==> config.mk <==
export PLATFORM = sky130hd
export DESIGN_NAME = bir_ctrl
export DESIGN_NICKNAME = d
export VERILOG_FILES = /design/src/bir_pkg.sv /design/src/bir_ctrl.sv
export SDC_FILE = /design/constraint.sdc
export NUM_CORES = 1
export LEC_CHECK = 0
export ABC_AREA = 1
export BUFFER_PORTS_ARGS = -buffer_cell sky130_fd_sc_hd__buf_2
export CAP_MARGIN = 20
export CORE_MARGIN = 2
export CORE_UTILIZATION = 40
export CTS_CLUSTER_SIZE = 20
export DETAILED_ROUTE_END_ITERATION = 8
export GPL_ROUTABILITY_DRIVEN = 0
export PLACE_DENSITY = 0.63
export SYNTH_ARGS = -nofsm -noshare
export SYNTH_HDL_FRONTEND = slang
export SYNTH_SLANG_ARGS = --single-unit
export TNS_END_PERCENT = 5
==> constraint.sdc <==
create_clock -name clock -period 2.8 [get_ports clock]
set_clock_uncertainty 0.1 [all_clocks]
set_input_delay 0.56 -clock clock [delete_from_list [all_inputs] [get_ports clock]]
set_output_delay 0.56 -clock clock [all_outputs]
set_load 0.01 [all_outputs]
==> src/bir_pkg.sv <==
// Shared types, constants and command structures for the bicubic resize block.
package bir_pkg;

   localparam int MAX_SRC_DIM = 256;
   localparam int MAX_DST_DIM = 4096;
   localparam int PIXEL_BITS  = 8;

   localparam int SRC_REG_W = 9;
   localparam int DST_REG_W = 13;
   localparam int CSR_DATA_W = 13;
   localparam int ADDR_W = 16;
   localparam int COORD_W = 12;
   localparam int DIM_W = 9;       // effective source dimension, 1..256
   localparam int DDIM_W = 13;     // effective destination dimension, 1..4096
   localparam int DIVISOR_W = 14;  // twice the destination dimension
   localparam int NUMER_W = 37;    // (2o + 1) * src in Q.16
   localparam int POS_W = 24;      // clamped source position in Q.16
   localparam int FRAC_W = 16;
   localparam int IDX_W = 8;
   localparam int DIST_W = 18;     // kernel distance in Q.16, up to 2.0
   localparam int WGT_W = 16;      // signed Q2.14 weight
   localparam int WPROD_W = 32;
   localparam int TERM_W = 41;
   localparam int ACC_W = 46;
   localparam int CNT_W = 5;

   localparam logic [CNT_W-1:0] WGT_LAST = 5'd12;
   localparam logic [CNT_W-1:0] WGT_ISSUE_LAST = 5'd7;
   localparam logic [CNT_W-1:0] TAP_LAST = 5'd17;
   localparam logic [CNT_W-1:0] TAP_ISSUE_LAST = 5'd15;

   typedef enum logic [1:0] {
      CSR_SRC_WIDTH  = 2'd0,
      CSR_SRC_HEIGHT = 2'd1,
      CSR_DST_WIDTH  = 2'd2,
      CSR_DST_HEIGHT = 2'd3
   } csr_index_type;

   typedef enum logic {
      FUNC_LOAD    = 1'b0,
      FUNC_COMPUTE = 1'b1
   } func_type;

   typedef enum logic [2:0] {
      ST_IDLE,
      ST_DIVX_GO,
      ST_DIVX_RUN,
      ST_DIVY_GO,
      ST_DIVY_RUN,
      ST_WGT,
      ST_TAP,
      ST_FIN
   } state_type;

   typedef struct packed {
      logic       load_en;
      logic       capture;
      logic       div_start;
      logic       div_sel_y;
      logic       acc_clr;
      logic       wgt_valid;
      logic [2:0] wgt_idx;
      logic       tap_valid;
      logic [3:0] tap_idx;
      logic       res_load;
   } cmd_type;

   typedef struct packed {
      logic div_done;
   } status_type;

endpackage

==> src/bir_ctrl.sv <==
// Controller state machine: request handshake, sequencing and result valid.
module bir_ctrl
   import bir_pkg::*;
(
   input  logic       clock,
   input  logic       reset,
   input  logic       req_tvalid,
   input  logic       req_tuser,
   output logic       req_tready,
   output logic       rsp_tvalid,
   input  logic       rsp_tready,
   input  status_type status,
   output cmd_type    cmd
);

   state_type        state_ff, state_in;
   logic [CNT_W-1:0] cnt_ff, cnt_in;
   logic             rsp_valid_ff, rsp_valid_in;
   logic             out_free;

   assign out_free = !rsp_valid_ff || rsp_tready;

   // Next state and step count
   always_comb begin
      state_in = state_ff;
      cnt_in = cnt_ff;
      unique case (state_ff)
         ST_IDLE: begin
            if (req_tvalid && func_type'(req_tuser) == FUNC_COMPUTE) begin
               state_in = ST_DIVX_GO;
            end
         end
         ST_DIVX_GO: state_in = ST_DIVX_RUN;
         ST_DIVX_RUN: begin
            if (status.div_done) state_in = ST_DIVY_GO;
         end
         ST_DIVY_GO: state_in = ST_DIVY_RUN;
         ST_DIVY_RUN: begin
            if (status.div_done) begin
               state_in = ST_WGT;
               cnt_in = '0;
            end
         end
         ST_WGT: begin
            cnt_in = cnt_ff + CNT_W'(1);
            if (cnt_ff == WGT_LAST) begin
               state_in = ST_TAP;
               cnt_in = '0;
            end
         end
         ST_TAP: begin
            cnt_in = cnt_ff + CNT_W'(1);
            if (cnt_ff == TAP_LAST) state_in = ST_FIN;
         end
         ST_FIN: begin
            if (out_free) state_in = ST_IDLE;
         end
         default: state_in = ST_IDLE;
      endcase
   end

   // Commands to the datapath
   always_comb begin
      cmd = '0;
      req_tready = 1'b0;
      unique case (state_ff)
         ST_IDLE: begin
            req_tready = 1'b1;
            cmd.load_en = req_tvalid && func_type'(req_tuser) == FUNC_LOAD;
            cmd.capture = req_tvalid && func_type'(req_tuser) == FUNC_COMPUTE;
         end
         ST_DIVX_GO: begin
            cmd.div_start = 1'b1;
            cmd.acc_clr = 1'b1;
         end
         ST_DIVX_RUN: ;
         ST_DIVY_GO: begin
            cmd.div_start = 1'b1;
            cmd.div_sel_y = 1'b1;
         end
         ST_DIVY_RUN: cmd.div_sel_y = 1'b1;
         ST_WGT: begin
            cmd.wgt_valid = (cnt_ff <= WGT_ISSUE_LAST);
            cmd.wgt_idx = cnt_ff[2:0];
         end
         ST_TAP: begin
            cmd.tap_valid = (cnt_ff <= TAP_ISSUE_LAST);
            cmd.tap_idx = cnt_ff[3:0];
         end
         ST_FIN: cmd.res_load = out_free;
         default: ;
      endcase
   end

   // Result valid: set on load, drop when taken
   always_comb begin
      rsp_valid_in = rsp_valid_ff;
      if (cmd.res_load) begin
         rsp_valid_in = 1'b1;
      end else if (rsp_tready) begin
         rsp_valid_in = 1'b0;
      end
   end

   always_ff @(posedge clock) begin
      if (reset) begin
         state_ff <= ST_IDLE;
         cnt_ff <= '0;
         rsp_valid_ff <= 1'b0;
      end else begin
         state_ff <= state_in;
         cnt_ff <= cnt_in;
         rsp_valid_ff <= rsp_valid_in;
      end
   end

   assign rsp_tvalid = rsp_valid_ff;

endmodule

Word-level counts from Yosys, hierarchy flattened

Cells that the tools add are included.

Shift operators: 0
Bitwise gates (word level): 1
$mul: 0
Add/sub/neg operators: 1
Muxes and demuxes: 20
Reductions and logical operators: 11
Eq/ne operators: 15
$lt $le $gt $ge: 2
Divide/modulo/power cells: 0

Operators with widths:

| operator                                                                          | count |
|---|---|
| 3-bit case mux with 8 select lines                                                | 1 |
| 3-bit two-way mux                                                                 | 6 |
| 5-bit two-way mux                                                                 | 3 |
| 5-bit case mux with 3 select lines                                                | 1 |
| 3-bit equality test (second input constant)                                       | 4 |
| 2-bit != test (second input constant)                                             | 6 |
| 1-bit two-way mux                                                                 | 7 |
| 3-bit by 2-bit equality test with 1-bit output (second input constant)            | 2 |
| 6-bit AND reduction                                                               | 1 |
| 5-bit by 1-bit adder with 5-bit output (second input constant)                    | 1 |
| 5-bit by 4-bit equality test with 1-bit output (second input constant)            | 1 |
| 5-bit equality test (second input constant)                                       | 1 |
| 5-bit by 3-bit less-or-equal comparator with 1-bit output (second input constant) | 1 |
| 5-bit by 4-bit less-or-equal comparator with 1-bit output (second input constant) | 1 |
| 4-bit two-way mux                                                                 | 1 |
| 2-bit OR reduction                                                                | 2 |
| 3-bit by 1-bit equality test with 1-bit output (second input constant)            | 1 |
| 3-bit logical NOT                                                                 | 1 |
| 3-bit nonzero test                                                                | 1 |
| 1-bit logical AND                                                                 | 2 |
| 2-bit two-way mux                                                                 | 1 |
| 2-bit AND reduction                                                               | 1 |
| 2-bit nonzero test                                                                | 1 |
| 1-bit logical NOT                                                                 | 1 |
| other kinds (2)                                                                   | 2 |

Input port bits: 6
Flip-flop bits (word level): 9
Bits in latches: 0
Memories: 0
ROM bits: 0
Memory bits (writable): 0
Logic and storage cells: 53
Output and inout port bits: 17

Longest topological paths before layout

Depth in word-level cells: 4
Depth in mapped cells: 12
Gate-level depth less buffers: 12

Worst setup path after synthesis

Ideal clock, no wire load.

Path kind: register to output
From: register state_ff[1]
To: output port cmd[14] in the netlist's numbering
Path slack: 1152 ps
Path buffers: 1
Cell stages (with the launch flop): 7
Arrival: 988 ps
Required time: 2140 ps
Cell sequence: dfxtp_1 -> buf_6 -> nor2_2 -> nand2_1 -> inv_1 -> nand2_1 -> nor2_1

RTL lines:

| what                     | line            | text |
|---|---|---|
| start: declaration       | bir_ctrl.sv:16  | `state_type state_ff, state_in;` |
| start signal: assignment | bir_ctrl.sv:111 | `state_ff <= state_in;` |
| end: declaration         | bir_ctrl.sv:13  | `output cmd_type cmd` |

==> run summary <==
## Setup path
• Crit Reg-Reg Startpoint: cnt_ff[0]
• R2R cell count: 9
• category of the most critical setup path: register to output port
• startpoint kind of the worst setup timing path: register
• setup slack of the most critical reg-to-reg path: 1.23 ns
• timing startpoint of the critical path: cnt_ff[0]
• capture instance of the worst register-to-register path: state_ff[1]
• capturing element of the worst setup path: cmd[5]
• maximum fanout count along the critical path: 6
• CP endpoint kind: output port
• Req. time, crit path: 2.14 ns
• data arrival time of the worst path: 1.53 ns

## Finish
• area added between synthesis and finish: 18.8%
• post-route cell area: 871 sq um
• number of fill cells: 196
• non-filler instance count after layout: 166
• fraction of layout cells with a size suffix above 1: 0.298
• net count of the finished layout: 152
• # diodes: 0

## Logic synthesis
• mean instance size in the synthesized netlist: 6.21 sq um
• Seq/Total Area, Yosys: 0.246
• net count after synthesis: 128
• largest cells by area after synthesis: sky130_fd_sc_hd__dfxtp_1 (25%), sky130_fd_sc_hd__nor2_1 (12%), sky130_fd_sc_hd__nand2_1 (11%), sky130_fd_sc_hd__inv_1 (8.2%), sky130_fd_sc_hd__ha_1 (6.8%)
• post-synthesis xor/xnor area fraction: 0
• number of flip-flops and latches in the synthesized netlist: 9
• combinational family with the most area after synthesis: simple AND/OR/NAND/NOR gates
• adder-cell area share of the yosys netlist: 0.0683
• Yosys top cell area share: 0.246
• Commonest cells post-synth: sky130_fd_sc_hd__nor2_1 (23), sky130_fd_sc_hd__nand2_1 (22), sky130_fd_sc_hd__inv_1 (16), sky130_fd_sc_hd__dfxtp_1 (9), sky130_fd_sc_hd__a21oi_1 (8)
• Ys Warns: 0
• share of the synthesized area in compound gates (AO/OA/AOI/OAI): 0.125
• number of enable-type register cells in the synthesized netlist: 0
• share of async-settable or async-resettable flops after synthesis: 0
• Post-Syn Instances: 118
• mux share of post-synthesis cell area: 0
• post-synthesis cell area: 733 sq um
• library cells used by synthesis: 22
• leading register cell type out of synthesis: sky130_fd_sc_hd__dfxtp_1
• most area-hungry cell type in the Yosys netlist: sky130_fd_sc_hd__dfxtp_1
• basic-gate share of the synthesized area counting and, or, nand and nor cells: 0.413
• most frequently used cell type in the post-synthesis netlist: sky130_fd_sc_hd__nor2_1

## STA
• period utilization: 0.782
• count of final setup violators: 0
• final count of pins violating max slew: 0
• remaining max-slew budget at the tightest pin: 0.736
• RSZ-0062 raised after global routing: no
• hold slack: 0.411 ns
• setup_tns: 0 ns
• post-layout min period: 2.19 ns
• number of hold-slack violations in the final timing report: 0
• actual transition at the worst max-transition pin: 0.395 ns
• upper clock frequency limit: 457 MHz

## Floorplan
• Rows: 15
• DIE WIDTH: 46.8 microns
• Die H: 46.8 microns
• initial core utilization: 0.425
• full die area: 2190 sq um
• core footprint: 1730 sq um
• Boundary Pins: 23

## Route
• average vias per placed instance: 4.50
• vias post-DR: 747
• aggregate routed wire length: 1590 microns
• DR WL/cell: 9.55 microns
• number of design-rule violations left by the first detailed-router iteration: 23
• Detail Route Antenna Nets: 0
• number of search-and-repair iterations in the first detailed-routing pass: 4
• remaining routing DRC violations: 0

## Clock network
• number of buffers created by CTS: 3
• H-tree depth: 1
• number of buffers added to fix hold violations after cts: 0
• PostCTS Resize Cnt: 0
• clock-pin transition on the worst setup and hold timing paths: 0.06 ns
• total setup buffers inserted after CTS: 0
• root buf cell: sky130_fd_sc_hd__clkbuf_4
• CTS max path bufs: 2
• clk sink count: 9
• TritonCTS clock tree: built
• clock network latency to the later pin of the worst-skew pair: 0.27 ns

## Pwr
• Design Power: 481 uW
• power per unit of standard cell area: 553 nW/um^2
• VDD IR max: 0.310 mV
• leakage power summed over all cells: 0.000447 uW

## Run
• number of violations of the max-capacitance limit: 0

## GRT
• first-pass GRT wire length: 2650 microns
• vias in the first global route: 612
• overall overflow remaining after global route: 0
• All-Layer GR Usage: 0.171
• number of antenna violations at the first check in global routing: 0
• pin count of the biggest net entering global routing: 11

## Placed design
• standard cell area after detailed placement: 845 sq um
• buffers added on ports: 22
• DP HPWL: 1290 microns
• DP Cell Count: 162

## Run status
• result of the run: completed

## Min path
• Min-Delay Path Class: primary input to register

## final cells by class
class | instances | area (sq um) | area share
well taps | 25 | 31.3 | 0.0359
clock buffers | 4 | 26.3 | 0.0302
inverters | 21 | 78.8 | 0.0905
flip-flops and latches | 9 | 180 | 0.207
repair buffers | 22 | 110 | 0.126
multi-input cells | 85 | 444 | 0.510
## layer usage
layer | wire length [microns] | up-vias | share of wire | global-route usage
met5 | 0 | - | 0 | 0
met4 | 43 | 0 | 0.027 | 0.100
met3 | 95 | 5 | 0.060 | 0.0346
met2 | 583 | 27 | 0.37 | 0.227
met1 | 864 | 300 | 0.54 | 0.253
li1 | - | 415 | - | -
## state kept, by name, indices dropped and copies added, names as in the netlist
signal and cells:
cnt_ff 5, rsp_tvalid 1, state_ff 3
## logic make-up after synthesis
family,after synthesis
AOI/OAI and AO/OA,16
buffers and inverters,24
and+or+nand+nor,65
adders and majority gates,4
DFF,9
## how the worst min path moves through the flow
stage	slack [ns]	cells after the start	end	startpoint
after floorplan	0.40	2	cnt_ff[4]	cnt_ff[4]
after global placement	0.41	2	rsp_tvalid	rsp_tvalid
after detailed placement	0.41	2	rsp_tvalid	rsp_tvalid
after CTS	0.41	2	state_ff[0]	reset
after global routing	0.42	2	state_ff[0]	reset
final	0.41	2	state_ff[0]	reset
## layout by cell type, fill, tap and decap left out, drive strengths merged, types with 2 or more instances in the layout
cell    count
dfxtp       9
ha          4
buf        22
nand2      25
clkbuf      4
o21ai       4
inv        20
nand3       9
a21oi      10
nor2       28
nor3        2
## metrics by stage
step	setup slack, ns	util
floorplan	1.15	-
global placement	0.962	0.489
detailed placement	0.910	0.489
CTS	0.610	0.504
global route	0.480	0.504
finish	0.611	0.504
## power by group
part | internal [uW] | total [uW] | switching [uW] | leakage (uW)
clock | 55.3 | 106 | 50.3 | 0.0000150
sequential | 142 | 174 | 31.9 | 0.0000730
combinational | 76.9 | 202 | 125 | 0.000360
total | 274 | 481 | 207 | 0.000447
## worst max-delay path, cell delays in order, from the launching register on
cell and delay, ns:
sky130_fd_sc_hd__dfxtp_1 0.36, sky130_fd_sc_hd__inv_1 0.12, sky130_fd_sc_hd__nor3_1 0.30, sky130_fd_sc_hd__nand2_1 0.13, sky130_fd_sc_hd__a21oi_1 0.16, sky130_fd_sc_hd__nor2_1 0.05, sky130_fd_sc_hd__buf_2 0.13
Power figures use the tool's default switching activity.
